### src/rtl/core/rrlc_pkg.sv
// Shared types, tables and helper functions of the rotor reflector letter cipher.
package rrlc_pkg;

	localparam int ALPHA      = 26;
	localparam int ROTOR_ROWS = 9;
	localparam int REFL_ROWS  = 6;

	typedef logic [4:0] letter_t;
	typedef logic [3:0] rotor_type_t;
	typedef logic [2:0] refl_type_t;

	// input operation codes
	typedef enum logic [0:0] {
		OP_CIPHER = 1'b0,
		OP_LOAD   = 1'b1
	} opcode_t;

	// configuration register indexes
	typedef enum logic [2:0] {
		REG_LEFT_TYPE      = 3'd0,
		REG_MIDDLE_TYPE    = 3'd1,
		REG_RIGHT_TYPE     = 3'd2,
		REG_REFLECTOR_TYPE = 3'd3,
		REG_LEFT_START     = 3'd4,
		REG_MIDDLE_START   = 3'd5,
		REG_RIGHT_START    = 3'd6
	} cfg_idx_t;

	// rotor positions held in one memory word
	typedef struct packed {
		letter_t left;
		letter_t middle;
		letter_t right;
	} rotor_pos_t;

	localparam logic [7:0] ASCII_A = 8'd65;

	// rotor wiring rows, row 0 is identity
	localparam logic [0:ROTOR_ROWS-1][0:ALPHA-1][7:0] WIRING_ROWS = {
		"ABCDEFGHIJKLMNOPQRSTUVWXYZ",
		"EKMFLGDQVZNTOWYHXUSPAIBRCJ",
		"AJDKSIRUXBLHWTMCQGZNPYFVOE",
		"BDFHJLCPRTXVZNYEIWGAKMUSQO",
		"ESOVPZJAYQUIRHXLNFTGKDCMWB",
		"VZBRGITYUPSDNHLXAWMJQOFECK",
		"JPGVOUMFYQBENHZRDKASXLICTW",
		"NZJHGRCXMYSWBOUFAIVLPEKQDT",
		"FKQHTLXOCBJSPDZRAMEWNIUYGV"
	};

	// reflector rows, row 0 is identity
	localparam logic [0:REFL_ROWS-1][0:ALPHA-1][7:0] REFLECT_ROWS = {
		"ABCDEFGHIJKLMNOPQRSTUVWXYZ",
		"EJMZALYXVBWFCRQUONTSPIKHGD",
		"YRUHQSLDPXNGOKMIEBFZCWVJAT",
		"FVPJIAOYEDRZXWGCTKUQSBNMHL",
		"ENKQAUYWJICOPBLMDXZVFTHRGS",
		"RDOBJNTKVEHMLFCWZAXGYIPSUQ"
	};

	// wiring letter of a rotor; unknown types fall back to identity
	function automatic letter_t rotor_letter(rotor_type_t kind, letter_t pos);
		logic [3:0] row;
		logic [7:0] ch;
		row = (kind < 4'(ROTOR_ROWS)) ? kind : 4'd0;
		ch  = WIRING_ROWS[row][pos] - ASCII_A;
		return ch[4:0];
	endfunction

	// reflector letter; unknown types fall back to identity
	function automatic letter_t reflect_letter(refl_type_t kind, letter_t idx);
		logic [2:0] row;
		logic [7:0] ch;
		row = (kind < 3'(REFL_ROWS)) ? kind : 3'd0;
		ch  = REFLECT_ROWS[row][idx] - ASCII_A;
		return ch[4:0];
	endfunction

	// reduce a value below 130 mod 26
	function automatic letter_t mod26(logic [6:0] x);
		logic [6:0] r;
		if (x >= 7'd104) begin
			r = x - 7'd104;
		end else if (x >= 7'd78) begin
			r = x - 7'd78;
		end else if (x >= 7'd52) begin
			r = x - 7'd52;
		end else if (x >= 7'd26) begin
			r = x - 7'd26;
		end else begin
			r = x;
		end
		return r[4:0];
	endfunction

	// reduce a start position mod 26
	function automatic letter_t wrap_start(letter_t x);
		return (x >= 5'(ALPHA)) ? x - 5'(ALPHA) : x;
	endfunction

endpackage

### src/rtl/core/rotor_reflector_letter_cipher.sv
// Top level of the rotor reflector letter cipher: position memory, key and reflector stages.
// A cipher letter passes the key stage, the reflector stage and then the output register.
// Throughput: one letter per cycle unless the result side stalls; the rotor positions live
// in one memory word that is read on accept and written back when stage 1 completes, with
// a forward path across that gap. A load beat never stalls in stage 1 and gives no result.
// Reset: clears all configuration registers, pipeline valids and the position valid bit;
// until the first write the position word reads as all rotors at zero, so no clearing pass.
module rotor_reflector_letter_cipher (
	input  logic                 clk,
	input  logic                 arst_n,
	input  logic                 item_valid,
	output logic                 item_ready,
	input  logic                 opcode,
	input  rrlc_pkg::letter_t    letter_in,
	output logic                 res_valid,
	input  logic                 res_ready,
	output rrlc_pkg::letter_t    letter_out,
	input  logic                 cfg_valid,
	output logic                 cfg_ready,
	input  logic [2:0]           cfg_index,
	input  logic [4:0]           cfg_data
);
	import rrlc_pkg::*;

	// configuration registers
	rotor_type_t left_type_q, middle_type_q, right_type_q;
	refl_type_t  reflector_type_q;
	letter_t     left_start_q, middle_start_q, right_start_q;

	// position memory and its valid bit
	rotor_pos_t  pos_mem [1];
	logic        pos_vld_q;
	rotor_pos_t  pos_fwd_q;

	// stage 1: positions read, key formed
	logic        v_s1;
	opcode_t     op_s1;
	letter_t     letter_s1;
	rotor_pos_t  rdata_s1;
	logic        rvld_s1;
	logic        fwd_s1;

	// stage 2: reflector lookup
	logic        v_s2;
	letter_t     idx_s2;
	letter_t     krem_s2;

	// output register
	logic        out_valid_q;
	letter_t     out_letter_q;

	logic        item_accept;
	logic        s1_done;
	logic        s2_adv;
	rotor_pos_t  pos_cur;
	rotor_pos_t  pos_next;
	logic [6:0]  key;
	letter_t     idx_s1;
	letter_t     krem_s1;
	letter_t     refl;
	letter_t     res_letter;
	letter_t     r_inc, m_inc, l_inc;

	assign cfg_ready = 1'b1;

	// write configuration
	always_ff @(posedge clk or negedge arst_n) begin
		if (!arst_n) begin
			left_type_q      <= '0;
			middle_type_q    <= '0;
			right_type_q     <= '0;
			reflector_type_q <= '0;
			left_start_q     <= '0;
			middle_start_q   <= '0;
			right_start_q    <= '0;
		end else if (cfg_valid && cfg_ready) begin
			case (cfg_idx_t'(cfg_index))
				REG_LEFT_TYPE:      left_type_q      <= cfg_data[3:0];
				REG_MIDDLE_TYPE:    middle_type_q    <= cfg_data[3:0];
				REG_RIGHT_TYPE:     right_type_q     <= cfg_data[3:0];
				REG_REFLECTOR_TYPE: reflector_type_q <= cfg_data[2:0];
				REG_LEFT_START:     left_start_q     <= cfg_data;
				REG_MIDDLE_START:   middle_start_q   <= cfg_data;
				REG_RIGHT_START:    right_start_q    <= cfg_data;
				default: ;
			endcase
		end
	end

	// pipeline flow control
	assign s2_adv      = v_s2 && (!out_valid_q || res_ready);
	assign s1_done     = v_s1 && (op_s1 == OP_LOAD || !v_s2 || s2_adv);
	assign item_ready  = !v_s1 || s1_done;
	assign item_accept = item_valid && item_ready;

	// read and write the position word
	always_ff @(posedge clk) begin
		if (item_accept) begin
			rdata_s1 <= pos_mem[0];
		end
		if (s1_done) begin
			pos_mem[0] <= pos_next;
		end
	end

	// forward the word written at the same edge as the read
	always_comb begin
		if (fwd_s1) begin
			pos_cur = pos_fwd_q;
		end else if (rvld_s1) begin
			pos_cur = rdata_s1;
		end else begin
			pos_cur = '0;
		end
	end

	// form key, reflector index and key remainder
	always_comb begin
		key     = 7'(rotor_letter(left_type_q, pos_cur.left))
		        + 7'(rotor_letter(middle_type_q, pos_cur.middle))
		        + 7'(rotor_letter(right_type_q, pos_cur.right));
		idx_s1  = mod26(key + 7'(letter_s1));
		krem_s1 = mod26(key);
	end

	// advance the rotors odometer style, or load start positions
	always_comb begin
		r_inc = pos_cur.right + 5'd1;
		m_inc = pos_cur.middle + 5'd1;
		l_inc = pos_cur.left + 5'd1;
		pos_next = pos_cur;
		if (op_s1 == OP_LOAD) begin
			pos_next.left   = wrap_start(left_start_q);
			pos_next.middle = wrap_start(middle_start_q);
			pos_next.right  = wrap_start(right_start_q);
		end else if (r_inc != 5'(ALPHA)) begin
			pos_next.right = r_inc;
		end else begin
			pos_next.right = '0;
			if (m_inc != 5'(ALPHA)) begin
				pos_next.middle = m_inc;
			end else begin
				pos_next.middle = '0;
				pos_next.left   = (l_inc != 5'(ALPHA)) ? l_inc : 5'd0;
			end
		end
	end

	// reflect and remove the key
	always_comb begin
		refl       = reflect_letter(reflector_type_q, idx_s2);
		res_letter = (refl >= krem_s2) ? refl - krem_s2 : refl + 5'(ALPHA) - krem_s2;
	end

	// stage 1 registers
	always_ff @(posedge clk or negedge arst_n) begin
		if (!arst_n) begin
			v_s1      <= 1'b0;
			pos_vld_q <= 1'b0;
		end else begin
			if (item_accept) begin
				v_s1 <= 1'b1;
			end else if (s1_done) begin
				v_s1 <= 1'b0;
			end
			if (s1_done) begin
				pos_vld_q <= 1'b1;
			end
		end
	end

	always_ff @(posedge clk) begin
		if (item_accept) begin
			op_s1     <= opcode_t'(opcode);
			letter_s1 <= letter_in;
			rvld_s1   <= pos_vld_q;
			fwd_s1    <= s1_done;
		end
		if (s1_done) begin
			pos_fwd_q <= pos_next;
		end
	end

	// stage 2 registers
	always_ff @(posedge clk or negedge arst_n) begin
		if (!arst_n) begin
			v_s2 <= 1'b0;
		end else if (s1_done && op_s1 == OP_CIPHER) begin
			v_s2 <= 1'b1;
		end else if (s2_adv) begin
			v_s2 <= 1'b0;
		end
	end

	always_ff @(posedge clk) begin
		if (s1_done && op_s1 == OP_CIPHER) begin
			idx_s2  <= idx_s1;
			krem_s2 <= krem_s1;
		end
	end

	// output register
	always_ff @(posedge clk or negedge arst_n) begin
		if (!arst_n) begin
			out_valid_q <= 1'b0;
		end else if (s2_adv) begin
			out_valid_q <= 1'b1;
		end else if (res_ready) begin
			out_valid_q <= 1'b0;
		end
	end

	always_ff @(posedge clk) begin
		if (s2_adv) begin
			out_letter_q <= res_letter;
		end
	end

	assign res_valid  = out_valid_q;
	assign letter_out = out_letter_q;

	// positions seen by stage 1 stay in range
	a_pos_range: assert property (@(posedge clk) disable iff (!arst_n)
		v_s1 |-> (pos_cur.left < 5'(ALPHA) && pos_cur.middle < 5'(ALPHA)
			&& pos_cur.right < 5'(ALPHA)))
		else $error("rotor position out of range");

	// a stalled stage 1 holds its letter and operation
	a_s1_hold: assert property (@(posedge clk) disable iff (!arst_n)
		(v_s1 && !s1_done) |=> (v_s1 && $stable(letter_s1) && $stable(op_s1)))
		else $error("stage 1 lost its beat while stalled");

	// a load beat never reaches the reflector stage
	a_load_drop: assert property (@(posedge clk) disable iff (!arst_n)
		(s1_done && op_s1 == OP_LOAD && (!v_s2 || s2_adv)) |=> !v_s2)
		else $error("load beat produced a result");

	// reflector stage operands are reduced
	a_s2_range: assert property (@(posedge clk) disable iff (!arst_n)
		v_s2 |-> (idx_s2 < 5'(ALPHA) && krem_s2 < 5'(ALPHA)))
		else $error("reflector operands out of range");

	// delivered letters are in range
	a_out_range: assert property (@(posedge clk) disable iff (!arst_n)
		out_valid_q |-> (out_letter_q < 5'(ALPHA)))
		else $error("output letter out of range");

endmodule

### config.mk
export PLATFORM = sky130hd
export DESIGN_NAME = rotor_reflector_letter_cipher
export DESIGN_NICKNAME = d
export VERILOG_FILES = /design/src/rtl/core/rrlc_pkg.sv /design/src/rtl/core/rotor_reflector_letter_cipher.sv
export SDC_FILE = /design/constraint.sdc
export NUM_CORES = 1
export LEC_CHECK = 0
export BUFFER_PORTS_ARGS = -buffer_cell sky130_fd_sc_hd__buf_4
export CAP_MARGIN = 20
export CORE_MARGIN = 2
export CORE_UTILIZATION = 35
export DETAILED_ROUTE_END_ITERATION = 8
export PLACE_DENSITY = 0.56
export SYNTH_ARGS = -nofsm -noshare
export SYNTH_HDL_FRONTEND = slang
export SYNTH_SLANG_ARGS = --single-unit
### constraint.sdc
create_clock -name clk -period 7.3 [get_ports clk]
set_input_delay 0.365 -clock clk [delete_from_list [all_inputs] [get_ports clk]]
set_output_delay 0.365 -clock clk [all_outputs]
set_load 0.05 [all_outputs]
======== Word level (Yosys, flattened, before mapping) ========
Memories as Yosys holds them, arrays and structs flattened. A register that Yosys moved wholly into a read port is not among the register bits.
Cells that the tools add are included.
storage, ports and cells
  memory bits (writable) .................. 15
  memories kept ........................... 5
  register bits after elaboration ......... 72
  bits in read-only memories .............. 11648
  logic and storage cells ................. 166
  output and inout bits ................... 8
  input bits .............................. 19
operators by class
  bitwise operators ....................... 9
  magnitude comparators ................... 24
  reduce and logical (&&, ||, !) cells .... 22
  add/subtract/negate cells ............... 24
  multiplexer cells ....................... 52
  equal/unequal tests ..................... 9
memory list
  name              words  bits a word  read ports  clocked after memory_dff  wr ports  RTL line                             source
  (name not given)  16     208          1           0                         0         rrlc_pkg.sv:66                       ch = WIRING_ROWS[row][pos] - ASCII_A;
  (name not given)  16     208          1           0                         0         rrlc_pkg.sv:66
  (name not given)  16     208          1           0                         0         rrlc_pkg.sv:66
  (name not given)  8      208          1           0                         0         rrlc_pkg.sv:75                       ch = REFLECT_ROWS[row][idx] - ASCII_A;
  pos_mem           1      15           1           1                         1         rotor_reflector_letter_cipher.sv:31  rotor_pos_t pos_mem [1];
operators by type and width
  operator               number
  $mux W208              8
  $bmux W8 S5            4
  $mux W5                24
  $mux W15               3
  $sub A5 B5 Y5 const B  7
  $ge A5 B5 Y1 const B   6
  $ge A7 B7 Y1 const B   4
  $ge A6 B6 Y1 const B   4
  $not A5 Y6             4
  $sub A5 B1 Y5 const B  4
  $sub A5 B4 Y5 const B  4
  $add A5 B1 Y5 const B  3
  $ne A5 B5 Y1 const B   3
  $not A4 Y5             3
  $ge A7 B5 Y1 const B   2
  $ge A7 B6 Y1 const B   2
  $reduce_and A2 Y1      7
  $lt A4 B4 Y1 const B   3
  $mux W4                3
  $mux W10               1
  $sub A5 B5 Y5          2
  $eq A3 B3 Y1 const B   3
  $mux W1                8
  $add A6 B5 Y7          1
  other kinds (16)       27

======== Depth between registers and ports, before layout ========
Gate-level depths: netlist of the first run.
  depth in word-level cells ............... 18
  depth in mapped cells ................... 35
  gate-level depth less buffers ........... 32

======== Worst setup path after synthesis of the first run ========
No wires, ideal clock.
  kind .................................... register to register
  from .................................... reg left_type_q[3]
  to ...................................... reg idx_s2[4], data pin
  buffers on the path ..................... 4
  stages on the path, launching flop included .. 34
  data arrival time ....................... 6933 ps
  setup slack ............................. 103 ps
  setup time .............................. 263 ps
  clock period less this slack ............ 7197 ps
  data required time ...................... 7037 ps
  path through ............................ dfrtp_1 clkbuf_8 clkbuf_1 nor2_1 inv_1 ha_1 clkbuf_1 o21ai_0 a32oi_1 a2111oi_0 a311oi_1 a221oi_1 a311o_1 inv_1 ha_1 inv_1 fa_1 ha_1 fa_1 xnor2_1 inv_1 ha_1 o21a_1 or3_1 and2_1 clkbuf_1 ha_1 a21o_1 a41o_1 nand2_1 and2_1 o221a_2 xnor2_1 mux2i_1
between the ends
  cells in the longest elaborated chain, start to end .. 18
  elaborated cells on any way between the ends .. 25
  classes of those cells .................. add/sub (8); order compare (5); mux (10); bitwise (1); memory (1)
RTL lines
  item                                               RTL line                              source
  start, declared                                    rotor_reflector_letter_cipher.sv:26   rotor_type_t left_type_q, middle_type_q, right_type_q;
  start signal, assigned                             rotor_reflector_letter_cipher.sv:78   REG_LEFT_TYPE: left_type_q <= cfg_data[3:0];
  $lt A4 B4 Y1                                       rrlc_pkg.sv:65                        row = (kind < 4'(ROTOR_ROWS)) ? kind : 4'd0;
  $mux W4 (*)                                        rrlc_pkg.sv:65
  $not A4 Y5 (implied by the code) (*)               rrlc_pkg.sv:66
  $mem_v2 Z16 W208 (*)                               -
  $mux W208 (implied by the code) (*) (2 in series)  rrlc_pkg.sv:66
  $bmux W8 S5 (*)                                    rrlc_pkg.sv:66
  $mux W5 (implied by the code) (*) (2 in series)    rrlc_pkg.sv:66
  $sub A5 B1 Y5 (*)                                  rrlc_pkg.sv:66
  $add A5 B5 Y6 (*)                                  rotor_reflector_letter_cipher.sv:120  + 7'(rotor_letter(middle_type_q, pos_cur.middle))
  $add A6 B5 Y7 (*)                                  rotor_reflector_letter_cipher.sv:121  + 7'(rotor_letter(right_type_q, pos_cur.right));
  $add A7 B5 Y7 (*)                                  rotor_reflector_letter_cipher.sv:122  idx_s1 = mod26(key + 7'(letter_s1));
  $ge A7 B5 Y1 or $sub A5 B5 Y5 (tied branches)      rrlc_pkg.sv:88, rrlc_pkg.sv:89
  $mux W5                                            rrlc_pkg.sv:88                        end else if (x >= 7'd26) begin
  $mux W5                                            rrlc_pkg.sv:86                        end else if (x >= 7'd52) begin
  $mux W5                                            rrlc_pkg.sv:84                        end else if (x >= 7'd78) begin
  $mux W5 (*)                                        rrlc_pkg.sv:82                        if (x >= 7'd104) begin
  named net idx_s1[4]                                rotor_reflector_letter_cipher.sv:58   letter_t idx_s1;
  end signal, assigned                               rotor_reflector_letter_cipher.sv:197  idx_s2 <= idx_s1;
  end, declared                                      rotor_reflector_letter_cipher.sv:45   letter_t idx_s2;
Mark *: on every way through the listed nets, which the timed path passes. The rest lies on a longest branch. The select of a mux whose other input is x is not followed.
A chain may end at the register's enable or synchronous reset.

======== Worst setup path in the final report of the first run ========
  from .................................... reg fwd_s1
  to ...................................... reg idx_s2[4], data pin
between the ends
  cells in the longest elaborated chain, start to end .. 14
  elaborated cells on any way between the ends .. 31
  classes of those cells .................. add/sub (10); order compare (4); mux (14); bitwise (3)
RTL lines
  item                                           RTL line                              source
  start, declared                                rotor_reflector_letter_cipher.sv:41   logic fwd_s1;
  start signal, assigned                         rotor_reflector_letter_cipher.sv:177  fwd_s1 <= s1_done;
  $mux W15 (*)                                   rotor_reflector_letter_cipher.sv:108  if (fwd_s1) begin
  $not A5 Y6 (implied by the code)               rrlc_pkg.sv:66
  $bmux W8 S5                                    rrlc_pkg.sv:66
  $mux W5 (implied by the code) (2 in series)    rrlc_pkg.sv:66
  $sub A5 B1 Y5                                  rrlc_pkg.sv:66
  $add A5 B5 Y6                                  rotor_reflector_letter_cipher.sv:120
  $add A6 B5 Y7 (*)                              rotor_reflector_letter_cipher.sv:121
  $add A7 B5 Y7 (*)                              rotor_reflector_letter_cipher.sv:122
  $ge A7 B5 Y1 or $sub A5 B5 Y5 (tied branches)  rrlc_pkg.sv:88, rrlc_pkg.sv:89
  $mux W5                                        rrlc_pkg.sv:88
  $mux W5                                        rrlc_pkg.sv:86
  $mux W5                                        rrlc_pkg.sv:84
  $mux W5 (*)                                    rrlc_pkg.sv:82
  named net idx_s1[4]                            rotor_reflector_letter_cipher.sv:58
Marked as above.

==> results of run 1 <==
## metal layers
layer | share of wire, % | global-route usage [%] | up-vias
met3 | 8.6 | 3.91 | 222
met2 | 44 | 44.4 | 1003
met4 | 5.0 | 13.9 | 0
li1 | - | - | 7498
met1 | 42 | 38.1 | 7802
met5 | 0 | 0 | -
## timing repair
action / CTS / global route
hold endpoints to repair: 9 / 0
setup buffers: 0 / 12
endpoints found under the setup margin: 0 / 4
gates resized for setup: 0 / 44
hold buffers: 1 / 0
## path summary, 6_finish.rpt
path                       cells past startpoint                           end                   from
min in group asynchronous                      2  middle_type_q[2]$_DFFE_PN0P_                 arst_n
max                                           30           idx_s2[4]$_DFFE_PP_       fwd_s1$_DFFE_PP_
min reg2reg                                    0             rvld_s1$_DFFE_PP_  pos_vld_q$_DFFE_PN0P_
max reg2reg                                   30           idx_s2[4]$_DFFE_PP_       fwd_s1$_DFFE_PP_
max in group asynchronous                      2   right_type_q[2]$_DFFE_PN0P_                 arst_n
min                                            1        letter_s1[4]$_DFFE_PP_           letter_in[4]
## cell families after synthesis
logic type               after synthesis
AND/OR/NAND/NOR                      602
buffers and inverters                263
flip-flops                            87
adder cells (fa/ha/maj)              107
other                                  1
XOR/XNOR                              45
multiplexers                          46
AO/OA/AOI/OAI                        806
## final cells by class
type,count,area share [%]
multi-input cells,1607,65.9
flip-flops and latches,87,15.0
repair buffers,218,11.1
well taps,532,4.08
inverters,85,2.00
clock buffers,10,1.40
clock inverters,5,0.499
## through the flow
step	std cells	setup TNS (ns)	setup slack [ns]
3_5_place_dp	2515	0	0.137
2_1_floorplan	1957	0	0.103
3_3_place_gp	2514	0	0.122
4_1_cts	2531	0	0.0763
5_1_grt	2544	-0.0415	-0.0415
6_report	2544	0	0.361
## worst reg2reg max path: cells and delay by family (launching register included)
kind / cells / cell delay [ns]
mux: 1 / 0.08
simple gates: 5 / 0.98
xor+xnor: 3 / 0.51
fa+ha+maj: 5 / 1.63
flops: 1 / 0.40
buf+inv: 5 / 0.86
compound gates: 11 / 2.21
## cells in the final DEF, fill, tap and decap left out, types with 15 or more instances in the layout
| master | synthesis | layout |
|---|---|---|
| nand2_1 | 208 | 206 |
| buf_4 | 6 | 203 |
| o21ai_0 | 203 | 202 |
| a21oi_1 | 186 | 184 |
| nor2_1 | 125 | 121 |
| ha_1 | 97 | 90 |
| inv_1 | 76 | 73 |
| nand3_1 | 60 | 60 |
| edfxtp_1 | 53 | 53 |
| o211ai_1 | 51 | 51 |
| nor3_1 | 45 | 45 |
| a31oi_1 | 44 | 43 |
| a211oi_1 | 39 | 39 |
| xnor2_1 | 35 | 34 |
| dfrtp_1 | 34 | 29 |
| nand2b_1 | 29 | 27 |
| o22ai_1 | 26 | 26 |
| mux2_2 | 25 | 25 |
| a221oi_1 | 23 | 22 |
| o31ai_1 | 21 | 21 |
| a311oi_1 | 19 | 19 |
| mux2i_1 | 19 | 19 |
| nor3b_1 | 16 | 16 |
| or3_1 | 16 | 16 |
| o311ai_0 | 15 | 15 |
==> results_dict.tcl, run 1 <==
set metrics [dict create \
    outcome "complete, no violations" \
    crit_path_end_kind "flip-flop" \
    clock-sinks 87 \
    synth_top_family_by_area "compound AO/OA/AOI/OAI gates" \
    diodes 0 \
    hp-class "in2reg" \
    drtIter0Drc 2306 \
    dp.final_hpwl_um 44200 \
    cpPeakStageDelay_ns 0.56 \
    cts.htree.levels 3 \
    ys.warnings.count 0 \
    grt_max_degree 52 \
    syn_area_per_cell_um2 7.30 \
    crit_type "reg2reg" \
    ff_latch_area_mm2 0.00245 \
    num_io_pins 27 \
    cp_common_cell "ha_1" \
    fill_cells 4235 \
    place.gp.congestion 1.01 \
    hold_viol_final 0 \
    wl_um 60400 \
    antenna_found_initial 1 \
    required_ns 7.40 \
    ys_async_sr_fraction_pct 39.1 \
    grt_pass1_vias 15500 \
    largest_reg_flops 15 \
    grt_overflow 0 \
    ys.flop_type "edfxtp_1" \
    vias_per_cell 6.50 \
    port_buffers 25 \
    area_growth_pct 14.1 \
    cp_data_arrival_time_ns 7.04 \
    synth_top_area_share_pct 11.1 \
    clkSlewWorstSetupHoldPaths_ns 0.07 \
    top_register "rdata_s1" \
    ys_types 108 \
    route.detailed.drc 0 \
    cts_tree "done" \
    place_area_mm2 0.0157 \
    crit_slowest_cell "fa_1" \
    max_clock_freq_mhz 144 \
    synth_nets 2083 \
    drive_gt1_share_pct 17.2 \
    path_max_fanout 29 \
    tightest_slew_ns 0.928 \
    slew_headroom_pct 38.2 \
    start_util_pct 35.2 \
    top_regs "rdata_s1: 15 flops, pos_fwd_q: 12 flops" \
    crit_buf_inv 5 \
    drt-wirelength-per-cell_um 23.7 \
    detailedRoute.firstPassIterationCount 6 \
    period_needed_ns 6.94 \
    setup_violations 0 \
    die_w_um 206 \
    drtAntennaViolNets 0 \
    clock_skew_ns 0.0119 \
    drv_slew 0 \
    drv_cap 0 \
    cts_made_buffers 9 \
    fin_util_pct 40.2 \
    cts.path.max_buffers 2 \
    yosys-top-cells-count "nand2_1 (208), o21ai_0 (203), a21oi_1 (186)" \
    synth-seq-cells 87 \
    worstSkewPairLatency_ns 0.36 \
    finalCritPeriodShare_pct 95.1 \
    yosys.area_share.simple_pct 20.9 \
    r2r_slack_ns 0.36 \
    vias 16500 \
    synth_most_common_cell "nand2_1" \
    ys_seq_area_share_pct 17.1 \
    yosys.area_share.xor_xnor_pct 2.76 \
    grt_util_all_layers_pct 28.3 \
    dieHeight_um 206 \
    cp_top_family "compound AO/OA/AOI/OAI gates" \
    dieArea_mm2 0.0424 \
    design_area_mm2 0.0163 \
    synth_edf_count 53 \
    critPathLaunchType "flip-flop" \
    synth_compound_area_share_pct 36.9 \
    syn_area_mm2 0.0143 \
    yosys.area_share.adder_pct 9.90 \
    core_mm2 0.0406 \
    std_cell_rows 74 \
    synthMuxAreaShare_pct 3.62 \
    grt_pass1_wl_um 93600 \
    multi_input_area_mm2 0.0107 \
    final_nets 2134 \
    synth_top_area_cell "edfxtp_1" \
    synthCells 1957 \
    root_buffer "clkbuf_16" \
    synthTopCellsByArea "edfxtp_1 (11%), ha_1 (8.5%), o21ai_0 (7.1%), a21oi_1 (6.5%), dfrtp_1 (6.0%)" \
    whs_ns 0.181 \
]
Power of run 1 is left out: the tool's default activity adds up to more than one toggle a clock period on the data nets, which glitch-free logic cannot reach.
==> run 2, diff against run 1 <==
Settings changed: CORE_UTILIZATION 35 to 52, PLACE_DENSITY 0.56 to 0.76.
==> run 2 against run 1 <==
  * Count of clock-buffer cells in the layout rose by 1
  * Clock skew shrank 0.00098 ns
  * First-iteration DRC count rose by 11%
  * Register-to-register slack got worse by 0.14 ns
  * Global-route usage is 11 points higher
  * Critical path depth down 3
  * Non-clock buffer count shrank 36
  * Critical endpoint unchanged
  * Sequential share of layout area is 0.53 points higher
  * Wire length shrank 4.6%
  * Worst hold slack better by 0.0080 ns
==> results_dict.tcl, run 2 (synthesized netlist as in run 1, its figures left out) <==
set metrics [dict create \
    outcome "complete, no violations" \
    wl_um 57600 \
    antenna_found_initial 0 \
    final_nets 2098 \
    met3_length_um 6440 \
    setup_ws_ns 0.219 \
    grt_overflow 0 \
    cp_data_arrival_time_ns 7.17 \
    hp-start "letter_in[4]" \
    top_register "rdata_s1" \
    std_cell_rows 60 \
    crit_start "left_type_q[3]$_DFFE_PN0P_" \
    detailedRoute.firstPassIterationCount 8 \
    drt-wirelength-per-cell_um 24.8 \
    vias_per_cell 7.27 \
    required_ns 7.39 \
    drt-met1-wl_um 22100 \
    route.detailed.drc 0 \
    largest_reg_flops 15 \
    worstSkewPairLatency_ns 0.35 \
    max_clock_freq_mhz 141 \
    dp.final_hpwl_um 41300 \
    final_cell_mix "nand2_1 (206), o21ai_0 (201), a21oi_1 (184)" \
    die_w_um 170 \
    crit_path_end_kind "flip-flop" \
    clkSlewWorstSetupHoldPaths_ns 0.06 \
    place.gp.congestion 1.07 \
    crit_type "reg2reg" \
    cts.path.max_buffers 2 \
    grt_util_all_layers_pct 38.8 \
    r2r_start "left_type_q[3]$_DFFE_PN0P_" \
    dieArea_mm2 0.0288 \
    r2r_slack_ns 0.22 \
    top_regs "rdata_s1: 15 flops, pos_fwd_q: 12 flops" \
    grt_pass1_vias 15400 \
    start_util_pct 53.0 \
    drtAntennaViolNets 0 \
    slew_headroom_pct 29.1 \
    finalCritPeriodShare_pct 97.0 \
    core_mm2 0.0270 \
    dp_slack_ns 0.0702 \
    hp-class "in2reg" \
    drv_slew 0 \
    drtIter0Drc 2564 \
    ff_latch_area_mm2 0.00244 \
    cts.htree.levels 3 \
    clock_skew_ns 0.0109 \
    drv_cap 0 \
    critPathLaunchType "flip-flop" \
    hold_viol_final 0 \
    final_common_cell "nand2_1" \
    clock-sinks 87 \
    drive_gt1_share_pct 15.1 \
    num_io_pins 27 \
    root_buffer "clkbuf_16" \
    grt_max_degree 50 \
    highest_layer "met4" \
    fill_cells 2502 \
    dieHeight_um 170 \
    tightest_slew_ns 1.06 \
    port_buffers 25 \
    diodes 0 \
    wl_met2_um 25500 \
    period_needed_ns 7.08 \
    multi_input_area_mm2 0.0107 \
    area_growth_pct 9.98 \
    grt_pass1_wl_um 88900 \
    setup_violations 0 \
    cts_tree "done" \
    path_max_fanout 12 \
    vias 16900 \
    cts_made_buffers 9 \
]
[run 2: cell types whose count changed in the layout (fill, tap and decap cells not counted), sizes merged]
cell and change:
bufinv -1, buf -35, inv -3, clkinvlp +2
clkinv +2
[run 2: final cells by class]
cell class              instances  area share [%]
clock buffers                  11            1.48
clock inverters                 5           0.374
inverters                      85            2.10
multi-input cells            1607            68.2
flip-flops and latches         87            15.5
well taps                     341            2.72
repair buffers                182            9.55
[run 2: stage by stage]
| stage | hold WS, ns | TNS [ns] | utilization (%) | instances | area [um2] |
|---|---|---|---|---|---|
| after floorplan | 0.0694 | 0 | - | 1957 | 14300 |
| after global placement | 0.349 | 0 | 56.3 | 2290 | 15200 |
| after detailed placement | 0.351 | 0 | 56.3 | 2290 | 15200 |
| after CTS | 0.181 | 0 | 57.4 | 2307 | 15500 |
| after global routing | 0.185 | -0.0417 | 58.3 | 2318 | 15700 |
| final | 0.189 | 0 | 58.3 | 2318 | 15700 |
[run 2: path summary, 6_finish.rpt]
kind | end | cells past startpoint
max in group asynchronous | v_s1$_DFFE_PN0P_ | 2
worst min-delay path | letter_s1[4]$_DFFE_PP_ | 1
min in group asynchronous | middle_type_q[1]$_DFFE_PN0P_ | 2
worst max register to register | idx_s2[4]$_DFFE_PP_ | 27
worst max-delay path | idx_s2[4]$_DFFE_PP_ | 27
worst min register to register | rvld_s1$_DFFE_PP_ | 0
[run 2: worst max-delay path, cell delays in order (launching register included)]
cell      delay [ns]
dfrtp_1         0.40
buf_4           0.21
or4b_1          0.66
nand3_4         0.21
a21oi_1         0.13
a31oi_1         0.29
a211oi_1        0.13
a221oi_2        0.34
a311o_1         0.24
inv_1           0.06
ha_1            0.27
inv_1           0.06
fa_1            0.48
ha_1            0.25
fa_1            0.53
ha_1            0.35
nor2b_1         0.15
o21a_1          0.20
or3_1           0.32
and2_2          0.25
ha_1            0.22
a21o_1          0.16
a41o_1          0.20
nand2_1         0.11
and2_1          0.19
o221a_2         0.20
xnor2_1         0.11
mux2i_1         0.09
[run 2: what timing repair did]
action | 4_1_cts | 5_1_grt
gates resized for setup | 0 | 41
setup endpoints to repair | 0 | 4
hold buffers | 1 | 0
hold endpoints to repair | 34 | 0
buffers inserted | 0 | 10
[run 2: metal layers]
layer	up-vias	global-route usage (%)
met5	-	0
met4	0	20.6
met3	316	6.55
met2	1359	61.3
met1	7759	50.9
li1	7426	-
Power of run 2 is left out for the same reason.
